==> src/sv/chained_xor_decrypt_text_filter_macros.svh <==
// Assertion macros for the chained XOR decrypt text filter.
`ifndef CHAINED_XOR_DECRYPT_TEXT_FILTER_MACROS_SVH
`define CHAINED_XOR_DECRYPT_TEXT_FILTER_MACROS_SVH

// Property must hold on every clock edge out of reset.
`define CXDTF_ASSERT(name, prop, msg) \
  name: assert property (@(posedge clk) disable iff (rst) prop) else $error(msg);

// Expression must never be true out of reset.
`define CXDTF_NEVER(name, expr, msg) \
  name: assert property (@(posedge clk) disable iff (rst) !(expr)) else $error(msg);

`endif

==> src/sv/cxdtf_pkg.sv <==
// Shared constants, types and lookup functions for the decrypt text filter.
package cxdtf_pkg;

  localparam int WINDOW_BYTES = 64;
  localparam int CHECK_BYTES  = 12;

  localparam int POS_W  = $clog2(WINDOW_BYTES);
  localparam int LEN_W  = $clog2(WINDOW_BYTES + 1);
  localparam int CNT_W  = 4;
  localparam int PCT_W  = 7;
  localparam int PROD_W = 12;

  localparam int KEY_W     = 64;
  localparam int CFG_IDX_W = 3;
  localparam int DATA_W    = 24;
  localparam int USER_W    = 2;

  localparam int IDX_OUT_W = 6;
  localparam int LEN_OUT_W = 7;

  localparam logic [CFG_IDX_W-1:0] REG_KEY       = 3'd0;
  localparam logic [CFG_IDX_W-1:0] REG_MIN_RUN   = 3'd1;
  localparam logic [CFG_IDX_W-1:0] REG_MIN_CYR   = 3'd2;
  localparam logic [CFG_IDX_W-1:0] REG_VOWEL_LO  = 3'd3;
  localparam logic [CFG_IDX_W-1:0] REG_VOWEL_HI  = 3'd4;

  localparam logic [CNT_W-1:0] MIN_RUN_RST  = 4'd5;
  localparam logic [CNT_W-1:0] MIN_CYR_RST  = 4'd3;
  localparam logic [PCT_W-1:0] VOWEL_LO_RST = 7'd20;
  localparam logic [PCT_W-1:0] VOWEL_HI_RST = 7'd65;

  localparam logic [PROD_W-1:0] PCT_SCALE = 12'd100;
  localparam logic [LEN_OUT_W-1:0] LEN_MAX = 7'd127;

  typedef struct packed {
    logic load_in;
    logic step;
  } cmd_t;

  function automatic logic is_cyrillic(input logic [7:0] b);
    return (b >= 8'hc0) && (b != 8'hff);
  endfunction

  function automatic logic is_allowed(input logic [7:0] b);
    return is_cyrillic(b) || ((b >= 8'h20) && (b < 8'h7f));
  endfunction

  function automatic logic vowel_letter(input logic [7:0] b);
    logic r;
    case (b)
      8'hc1, 8'hc5, 8'hc9, 8'hcf, 8'hd5, 8'hd9, 8'hc0, 8'hd1, 8'hc7,
      8'he1, 8'he5, 8'he9, 8'hef, 8'hf5, 8'hf9, 8'he0, 8'hf1, 8'he7,
      8'ha3, 8'hb3: r = 1'b1;
      default:      r = 1'b0;
    endcase
    return r;
  endfunction

  function automatic logic is_bigram(input logic [15:0] p);
    logic r;
    case (p)
      16'hd4d3, 16'hcfd4, 16'hd8d4, 16'hc1ce, 16'hc1d2, 16'hcfd0, 16'hd2d0,
      16'hd7cf, 16'hc7cf, 16'hced1, 16'hcbd3, 16'hd4c1, 16'hdec1, 16'hd2c5,
      16'hc1d7, 16'hc9cc, 16'hcfce, 16'hc5ce, 16'hcdcf, 16'hc5cd, 16'hd0cf,
      16'hcbcf, 16'hc5cb, 16'hc1cc, 16'hcdce, 16'hcec5, 16'hc1cd, 16'hcfcd,
      16'hd1cd, 16'hefd4, 16'hefd1, 16'heed5, 16'hefce, 16'hf3cf, 16'hf2c1,
      16'hf4cf, 16'hc1d4, 16'hc9d3, 16'hcfd2, 16'hd0d2: r = 1'b1;
      default: r = 1'b0;
    endcase
    return r;
  endfunction

endpackage

==> src/sv/cxdtf_ctrl.sv <==
// Controller: input and output handshakes and sequencing of the decode step.
module cxdtf_ctrl
  import cxdtf_pkg::*;
(
  input  logic clk,
  input  logic rst,
  input  logic s_tvalid,
  output logic s_tready,
  output logic m_tvalid,
  input  logic m_tready,
  output cmd_t cmd
);

  typedef enum logic [1:0] {
    S_WAIT = 2'b01,
    S_STEP = 2'b10
  } state_t;

  state_t state, state_next;
  logic   out_valid, out_valid_next;

  always_comb begin
    state_next  = state;
    cmd.load_in = 1'b0;
    cmd.step    = 1'b0;
    s_tready    = 1'b0;
    unique case (state)
      S_WAIT: begin
        s_tready    = 1'b1;
        cmd.load_in = s_tvalid;
        if (s_tvalid) begin
          state_next = S_STEP;
        end
      end
      S_STEP: begin
        // output register free or draining this cycle
        cmd.step = !out_valid || m_tready;
        if (cmd.step) begin
          state_next = S_WAIT;
        end
      end
      default: state_next = S_WAIT;
    endcase
  end

  always_comb begin
    out_valid_next = (out_valid && !m_tready) || cmd.step;
  end

  always_ff @(posedge clk) begin
    if (rst) begin
      state     <= S_WAIT;
      out_valid <= 1'b0;
    end else begin
      state     <= state_next;
      out_valid <= out_valid_next;
    end
  end

  assign m_tvalid = out_valid;

endmodule

==> src/sv/cxdtf_dp.sv <==
// Datapath: registers, chained XOR decode, window statistics and verdict.
module cxdtf_dp
  import cxdtf_pkg::*;
(
  input  logic                 clk,
  input  logic                 rst,
  input  cmd_t                 cmd,
  input  logic [7:0]           in_cipher,
  input  logic                 in_start,
  input  logic                 cfg_we,
  input  logic [CFG_IDX_W-1:0] cfg_index,
  input  logic [KEY_W-1:0]     cfg_data,
  output logic [7:0]           out_plain,
  output logic [IDX_OUT_W-1:0] out_index,
  output logic                 out_text,
  output logic                 out_done,
  output logic                 out_hit,
  output logic [LEN_OUT_W-1:0] out_len
);

  logic [KEY_W-1:0] key_value;
  logic [CNT_W-1:0] min_run, min_cyrillic;
  logic [PCT_W-1:0] vowel_low_pct, vowel_high_pct;

  logic [7:0] cipher_reg;
  logic       start_reg;

  logic [POS_W-1:0] position, position_next;
  logic [7:0]       previous_plain, previous_plain_next;
  logic             terminated, terminated_next;
  logic             rejected, rejected_next;
  logic [CNT_W-1:0] check_run, check_run_next;
  logic [CNT_W-1:0] vowel_count, vowel_count_next;
  logic [CNT_W-1:0] cyrillic_count, cyrillic_count_next;
  logic             bigram_seen, bigram_seen_next;
  logic [LEN_W-1:0] length_so_far, length_so_far_next;

  logic [POS_W-1:0] pos_c;
  logic [7:0]       prev_c, key_byte, tmp, v, plain_c;
  logic             term_c, rej_c, big_c, in_check, text_c, done_c, hit_c;
  logic [CNT_W-1:0] run_c, vow_c, cyr_c;
  logic [LEN_W-1:0] len_c;
  logic [PROD_W-1:0] vowel_scaled, low_bound, high_bound;
  logic [LEN_OUT_W-1:0] len_out;

  always_ff @(posedge clk) begin
    if (rst) begin
      key_value      <= '0;
      min_run        <= MIN_RUN_RST;
      min_cyrillic   <= MIN_CYR_RST;
      vowel_low_pct  <= VOWEL_LO_RST;
      vowel_high_pct <= VOWEL_HI_RST;
    end else if (cfg_we) begin
      unique case (cfg_index)
        REG_KEY:      key_value      <= cfg_data;
        REG_MIN_RUN:  min_run        <= cfg_data[CNT_W-1:0];
        REG_MIN_CYR:  min_cyrillic   <= cfg_data[CNT_W-1:0];
        REG_VOWEL_LO: vowel_low_pct  <= cfg_data[PCT_W-1:0];
        REG_VOWEL_HI: vowel_high_pct <= cfg_data[PCT_W-1:0];
        default: ;
      endcase
    end
  end

  always_ff @(posedge clk) begin
    if (cmd.load_in) begin
      cipher_reg <= in_cipher;
      start_reg  <= in_start;
    end
  end

  always_comb begin
    // window start discards the running window
    pos_c  = start_reg ? '0 : position;
    prev_c = start_reg ? '0 : previous_plain;
    term_c = start_reg ? 1'b0 : terminated;
    rej_c  = start_reg ? 1'b0 : rejected;
    run_c  = start_reg ? CNT_W'(CHECK_BYTES) : check_run;
    vow_c  = start_reg ? '0 : vowel_count;
    cyr_c  = start_reg ? '0 : cyrillic_count;
    big_c  = start_reg ? 1'b0 : bigram_seen;
    len_c  = start_reg ? '0 : length_so_far;

    key_byte = key_value[{pos_c[2:0], 3'b000} +: 8];
    tmp      = cipher_reg ^ (key_byte + 8'(pos_c >> 3));
    v        = (pos_c == '0) ? tmp : tmp + prev_c;
    in_check = pos_c < POS_W'(CHECK_BYTES);

    previous_plain_next = prev_c;
    terminated_next     = term_c;
    rejected_next       = rej_c;
    check_run_next      = run_c;
    vowel_count_next    = vow_c;
    cyrillic_count_next = cyr_c;
    bigram_seen_next    = big_c;
    length_so_far_next  = len_c;
    text_c              = 1'b0;
    plain_c             = '0;

    if (!term_c) begin
      if (v == '0) begin
        terminated_next = 1'b1;
        if (in_check) begin
          check_run_next = CNT_W'(pos_c);
        end
      end else if (!is_allowed(v)) begin
        terminated_next = 1'b1;
        if (in_check) begin
          rejected_next = 1'b1;
        end
      end else begin
        text_c  = 1'b1;
        plain_c = v;
        if (in_check) begin
          vowel_count_next    = vow_c + CNT_W'(vowel_letter(v));
          cyrillic_count_next = cyr_c + CNT_W'(is_cyrillic(v));
          if (pos_c != '0 && is_bigram({prev_c, v})) begin
            bigram_seen_next = 1'b1;
          end
        end
        previous_plain_next = v;
        length_so_far_next  = len_c + 1'b1;
      end
    end

    done_c = pos_c == POS_W'(WINDOW_BYTES - 1);

    // last byte lies past the check span, so the verdict uses the held counts;
    // floor(100*v/r) < lo  <=>  100*v < lo*r,  > hi  <=>  100*v >= (hi+1)*r
    vowel_scaled = PROD_W'(vow_c) * PCT_SCALE;
    low_bound    = PROD_W'(vowel_low_pct) * PROD_W'(run_c);
    high_bound   = (PROD_W'(vowel_high_pct) + 1'b1) * PROD_W'(run_c);
    hit_c = done_c && !rej_c && (run_c >= min_run) && (cyr_c >= min_cyrillic)
            && (run_c != '0) && big_c
            && !(vowel_scaled < low_bound) && !(vowel_scaled >= high_bound);

    len_out = (length_so_far_next > LEN_W'(LEN_MAX)) ? LEN_MAX
                                                     : LEN_OUT_W'(length_so_far_next);

    position_next = pos_c + 1'b1;
    if (done_c) begin
      position_next       = '0;
      previous_plain_next = '0;
      terminated_next     = 1'b0;
      rejected_next       = 1'b0;
      check_run_next      = CNT_W'(CHECK_BYTES);
      vowel_count_next    = '0;
      cyrillic_count_next = '0;
      bigram_seen_next    = 1'b0;
      length_so_far_next  = '0;
    end
  end

  always_ff @(posedge clk) begin
    if (rst) begin
      position       <= '0;
      previous_plain <= '0;
      terminated     <= 1'b0;
      rejected       <= 1'b0;
      check_run      <= CNT_W'(CHECK_BYTES);
      vowel_count    <= '0;
      cyrillic_count <= '0;
      bigram_seen    <= 1'b0;
      length_so_far  <= '0;
    end else if (cmd.step) begin
      position       <= position_next;
      previous_plain <= previous_plain_next;
      terminated     <= terminated_next;
      rejected       <= rejected_next;
      check_run      <= check_run_next;
      vowel_count    <= vowel_count_next;
      cyrillic_count <= cyrillic_count_next;
      bigram_seen    <= bigram_seen_next;
      length_so_far  <= length_so_far_next;
    end
  end

  always_ff @(posedge clk) begin
    if (cmd.step) begin
      out_plain <= plain_c;
      out_index <= IDX_OUT_W'(pos_c);
      out_text  <= text_c;
      out_done  <= done_c;
      out_hit   <= hit_c;
      out_len   <= done_c ? len_out : '0;
    end
  end

endmodule

==> src/sv/chained_xor_decrypt_text_filter.sv <==
// Top level of the chained XOR decrypt and text filter.
// One ciphertext byte per input transaction, one result per byte. Each byte
// is registered, then decoded as the window statistics are updated; the next
// byte is taken only after that. Decoding waits while the output register
// holds an untaken result, and the input is held off until it goes, though
// one byte can be taken in while the result before it still waits. A window
// is 64 bytes; tlast marks its last result, which carries the verdict and the
// text length. No clearing pass is needed after reset. Configuration must
// be written only while no byte is in flight; the block does not enforce it.
`include "chained_xor_decrypt_text_filter_macros.svh"

module chained_xor_decrypt_text_filter
  import cxdtf_pkg::*;
(
  input  logic                 clk,
  input  logic                 rst,
  input  logic                 s_tvalid,
  output logic                 s_tready,
  input  logic [7:0]           s_tdata,   // [7:0] cipher_byte
  input  logic                 s_tuser,   // [0] window_start
  output logic                 m_tvalid,
  input  logic                 m_tready,
  output logic [DATA_W-1:0]    m_tdata,   // [7:0] plain_byte, [13:8] byte_index,
                                          // [20:14] text_length, [23:21] zero
  output logic [USER_W-1:0]    m_tuser,   // [0] in_text, [1] hit
  output logic                 m_tlast,   // window_done
  input  logic                 cfg_we,
  input  logic [CFG_IDX_W-1:0] cfg_index,
  input  logic [KEY_W-1:0]     cfg_data
);

  cmd_t                 cmd;
  logic [7:0]           plain_byte;
  logic [IDX_OUT_W-1:0] byte_index;
  logic                 in_text, window_done, hit;
  logic [LEN_OUT_W-1:0] text_length;

  cxdtf_ctrl u_ctrl (
    .clk      (clk),
    .rst      (rst),
    .s_tvalid (s_tvalid),
    .s_tready (s_tready),
    .m_tvalid (m_tvalid),
    .m_tready (m_tready),
    .cmd      (cmd)
  );

  cxdtf_dp u_dp (
    .clk       (clk),
    .rst       (rst),
    .cmd       (cmd),
    .in_cipher (s_tdata),
    .in_start  (s_tuser),
    .cfg_we    (cfg_we),
    .cfg_index (cfg_index),
    .cfg_data  (cfg_data),
    .out_plain (plain_byte),
    .out_index (byte_index),
    .out_text  (in_text),
    .out_done  (window_done),
    .out_hit   (hit),
    .out_len   (text_length)
  );

  assign m_tdata = {(DATA_W - 8 - IDX_OUT_W - LEN_OUT_W)'(0), text_length, byte_index,
                    plain_byte};
  assign m_tuser = {hit, in_text};
  assign m_tlast = window_done;

  `CXDTF_ASSERT(a_step_gives_result, cmd.step |=> m_tvalid, "decode step lost its result")
  `CXDTF_ASSERT(a_one_in_flight, (s_tvalid && s_tready) |=> !s_tready,
    "second byte taken before decode")
  `CXDTF_ASSERT(a_last_at_window_end,
    (m_tvalid && m_tlast) |-> (byte_index == IDX_OUT_W'(WINDOW_BYTES - 1)),
    "window end flagged at wrong position")
  `CXDTF_NEVER(a_hit_only_at_end, m_tvalid && hit && !window_done,
    "verdict outside window end")

endmodule

==> config.mk <==
export PLATFORM = sky130hd
export DESIGN_NAME = chained_xor_decrypt_text_filter
export DESIGN_NICKNAME = d
export VERILOG_FILES = /design/src/sv/cxdtf_pkg.sv /design/src/sv/cxdtf_ctrl.sv /design/src/sv/cxdtf_dp.sv /design/src/sv/chained_xor_decrypt_text_filter.sv
export VERILOG_INCLUDE_DIRS = /design/src /design/src/sv
export SDC_FILE = /design/constraint.sdc
export NUM_CORES = 1
export LEC_CHECK = 0
export BUFFER_PORTS_ARGS = -buffer_cell sky130_fd_sc_hd__clkbuf_2
export CORE_MARGIN = 3
export CORE_UTILIZATION = 35
export CTS_BUF_LIST = sky130_fd_sc_hd__clkbuf_4 sky130_fd_sc_hd__clkbuf_8 sky130_fd_sc_hd__clkbuf_16
export DETAILED_ROUTE_END_ITERATION = 10
export PLACE_DENSITY = 0.58
export SLEW_MARGIN = 20
export SYNTH_ARGS = -nofsm -noshare
export SYNTH_HDL_FRONTEND = slang
export SYNTH_SLANG_ARGS = --single-unit
==> constraint.sdc <==
create_clock -name clk -period 10.96 [get_ports clk]
set_input_delay 1.096 -clock clk [delete_from_list [all_inputs] [get_ports clk]]
set_output_delay 1.096 -clock clk [all_outputs]
set_load 0.02 [all_outputs]
==> out/metrics.csv <==
stage;metric;value;unit
outcome;status;finished clean;
clock_tree;clock root buffer;clkbuf_16;
sta;setup TNS;0;ns
sta;min cycle time layout;6.58;ns
sta;Layout Skew;0.0130;ns
detailed_routing;Vias;9624;
critical_path;Crit path arrival time;6.95;ns
critical_path;element type at the critical path start;flip-flop;
critical_path;Critical Path RT;11.33;ns
sta;Final setup viols;0;
critical_path;worst stage delay on the critical path;0.69;ns
final_layout;Reg with most FFs;u_dp.key_value;
logic_synthesis;EDFF count, synth;33;
sta;Tcrit/Tclk final;0.600;
logic_synthesis;post-synthesis sequential area ratio;0.314;
logic_synthesis;largest family of logic cells by synthesized area;simple AND/OR/NAND/NOR gates;
floorplan;Die H;184;um
logic_synthesis;simple-gate share of the synthesized area;0.231;
logic_synthesis;compound-gate portion of the synthesized area;0.185;
placement;Detail Placement HPWL;21800;um
placement;I/O Buffers;106;
global_routing;first-pass GRT wire length;49200;um
floorplan;Die X;184;um
detailed_routing;Via density;5.29;
clock_tree;htree depth;4;
clock_tree;setup bufs post-CTS;0;
global_routing;initial antenna violation count;0;
final_layout;Area Overhead vs Synth;12.6;%
final_layout;final net count;1603;
critical_path;WS Path Type;flip-flop to flip-flop;
detailed_routing;DRC viols;0;
clock_tree;CTS tree;done;
flow_run;max cap viols;0;
critical_path;Crit-path slowest cell;nor2b_1;
floorplan;I/O pin count;110;
placement;Final Wtd Congestion;0.864;
critical_path;Max FO, Critical Path;44;
pwr;leakage;0.00526;uW
global_routing;largest net degree at the start of global routing;94;
pwr;pwr dens;109;mW/mm^2
floorplan;Core Region;0.0309;mm^2
min_path;Hold Crit Class;flip-flop to flip-flop;
sta;slew margin rel.;0.319;
floorplan;starting density of the core;0.360;
clock_tree;Hold Buf Count CTS;0;
global_routing;total gr overflow;0;
global_routing;vias in the first global route;9266;
logic_synthesis;average cell area after synthesis;8.25;um^2
global_routing;Tot GR Track Use;0.178;
final_layout;# diodes;0;
detailed_routing;routed len/inst;16.2;um
logic_synthesis;mux cell area share after synthesis;0.0368;
logic_synthesis;Post-synth ARST share;0;
logic_synthesis;post-synthesis adder-cell area fraction;0.140;
floorplan;die area;0.0339;mm^2
logic_synthesis;Cell Area, Synth;0.0111;mm^2
critical_path;Crit path buffers/inverters;2;
sta;Pins Over Slew Limit;0;
sta;maximum clock frequency;152;MHz
pwr;Tot Pwr;1370;uW
pwr;peak supply drop;0.0984;mV
logic_synthesis;Post-synth top flop;dfxtp_1;
clock_tree;worst skew pair latency;0.44;ns
logic_synthesis;Syn Inst Count;1348;
logic_synthesis;Yosys reg bits;158;
logic_synthesis;xor/xnor share of the synthesized area;0.0366;
final_layout;max reg flops;64;
detailed_routing;Initial DRT Pass Iterations;5;
detailed_routing;antenna-violating nets left;0;
detailed_routing;final wirelength;29500;um
final_layout;layout cells sized above 1;0.135;
clock_tree;CTS clk-pin slew, worst paths;0.07;ns
clock_tree;CTS sink cnt;158;
sta;Fin. Hold Viols;0;
sta;RSZ-0062 raised after global routing;no;
clock_tree;CTS Buffer Depth;2;
critical_path;CP endpoint kind;flip-flop;
sta;Slew @ Worst Pin;1.02;ns
critical_path;Top delay family on crit path;simple AND/OR/NAND/NOR gates;
floorplan;placement row count;64;
clock_tree;Num CTS Buffers;17;
clock_tree;# resized after CTS;0;
detailed_routing;initial DRC count;655;
logic_synthesis;Distinct cells, synth;88;
logic_synthesis;Syn. warnings;0;
-- where the power goes --
group          internal, uW  switching, uW  total (uW)
Combinational          56.6           98.1         155
Sequential              605           8.38         613
Clock                   334            265         599
-- layout by cell type (no fill, tap or decap), types with 5 or more instances in the layout --
cell	instances
dfxtp_1	125
xnor2_1	24
inv_1	80
nand3b_1	5
and2_1	18
clkbuf_2	105
a31oi_1	8
mux2i_1	12
mux2_2	5
nand4_1	8
nor2_1	85
ha_1	84
nor2b_1	31
buf_4	14
edfxtp_1	33
a32oi_1	7
nor3_1	18
o21ai_0	46
a32o_1	10
nand2b_1	19
xor2_1	18
mux4_2	9
fa_1	25
nor4_1	15
nand3_1	40
and3_1	17
nand2_1	249
o21a_1	13
clkbuf_16	17
o22ai_1	5
a21o_1	17
a21oi_1	130
or3_1	7
o211ai_1	15
-- synthesized netlist by cell type, types with 15 or more instances --
master / number / share of area
a21oi_1: 130 / 0.059
and3_1: 17 / 0.0096
xnor2_1: 24 / 0.019
nand2_1: 250 / 0.084
clkbuf_1: 55 / 0.019
nand3_1: 40 / 0.018
a21o_1: 17 / 0.011
inv_1: 80 / 0.027
dfxtp_1: 125 / 0.23
and2_1: 19 / 0.011
nor3_1: 18 / 0.0081
nor2b_1: 31 / 0.017
nand2b_1: 19 / 0.011
ha_1: 84 / 0.095
o21ai_0: 46 / 0.021
nor2_1: 85 / 0.029
fa_1: 25 / 0.045
edfxtp_1: 33 / 0.089
xor2_1: 18 / 0.014
o211ai_1: 15 / 0.010
nor4_1: 15 / 0.0084
-- cell type report --
class                      count  area (um^2)
clock buffer                  20          460
inverter                      82          308
multi-input combinational   1035         7000
timing repair buffer         119          631
fill                        3179        18400
clock inverter                11          125
sequential                   158         3490
tap                          396          495
-- worst paths after layout --
kind                                     startpoint                  end  slack, ns  cells past startpoint
worst min register to register  u_dp.vowel_count[0]  u_dp.vowel_count[0]       0.45                      2
worst max-delay path                 u_dp.start_reg  u_dp.vowel_count[2]       4.38                     27
worst min-delay path            u_dp.vowel_count[0]  u_dp.vowel_count[0]       0.45                      2
worst max register to register       u_dp.start_reg  u_dp.vowel_count[2]       4.38                     27
-- layer usage --
metal  vias to the layer above  part of all wire  GRT usage
met2                       281              0.44      0.279
met4                         0             0.017     0.0475
met1                      4464              0.48      0.251
met3                        32             0.056     0.0341
met5                         -                 0          0
li1                       4847                 -          -
-- worst register-to-register path: cells and delay by family (launching register included) --
| family | cells | cell delay (ns) |
|---|---|---|
| compound gates | 7 | 1.13 |
| xor+xnor | 2 | 0.43 |
| fa+ha+maj | 5 | 1.34 |
| buf+inv | 2 | 0.33 |
| flops | 1 | 0.35 |
| mux | 1 | 0.29 |
| simple gates | 10 | 2.65 |
-- metrics by stage --
| step | setup slack, ns | hold slack (ns) | util | cell area [um^2] | cells |
|---|---|---|---|---|---|
| 4_1_cts | 4.42 | 0.446 | 0.405 | 12500 | 1821 |
| 3_3_place_gp | 4.66 | 0.427 | 0.386 | 11900 | 1790 |
| 5_1_grt | 3.89 | 0.467 | 0.405 | 12500 | 1821 |
| 2_1_floorplan | 5.29 | 0.418 | - | 11100 | 1350 |
| 6_report | 4.38 | 0.448 | 0.405 | 12500 | 1821 |
| 3_5_place_dp | 4.49 | 0.431 | 0.386 | 11900 | 1790 |
-- kinds of logic (layout without fill, tap and decap cells) --
logic type,count (synthesis),after routing
adders and majority gates,109,109
and+or+nand+nor,541,541
xor gates and xnor gates,44,44
AOI/OAI and AO/OA,310,310
other,1,3
buffers and inverters,157,232
DFF,158,158
muxes,28,28
Note: power is estimated with default switching activity, not from simulation.
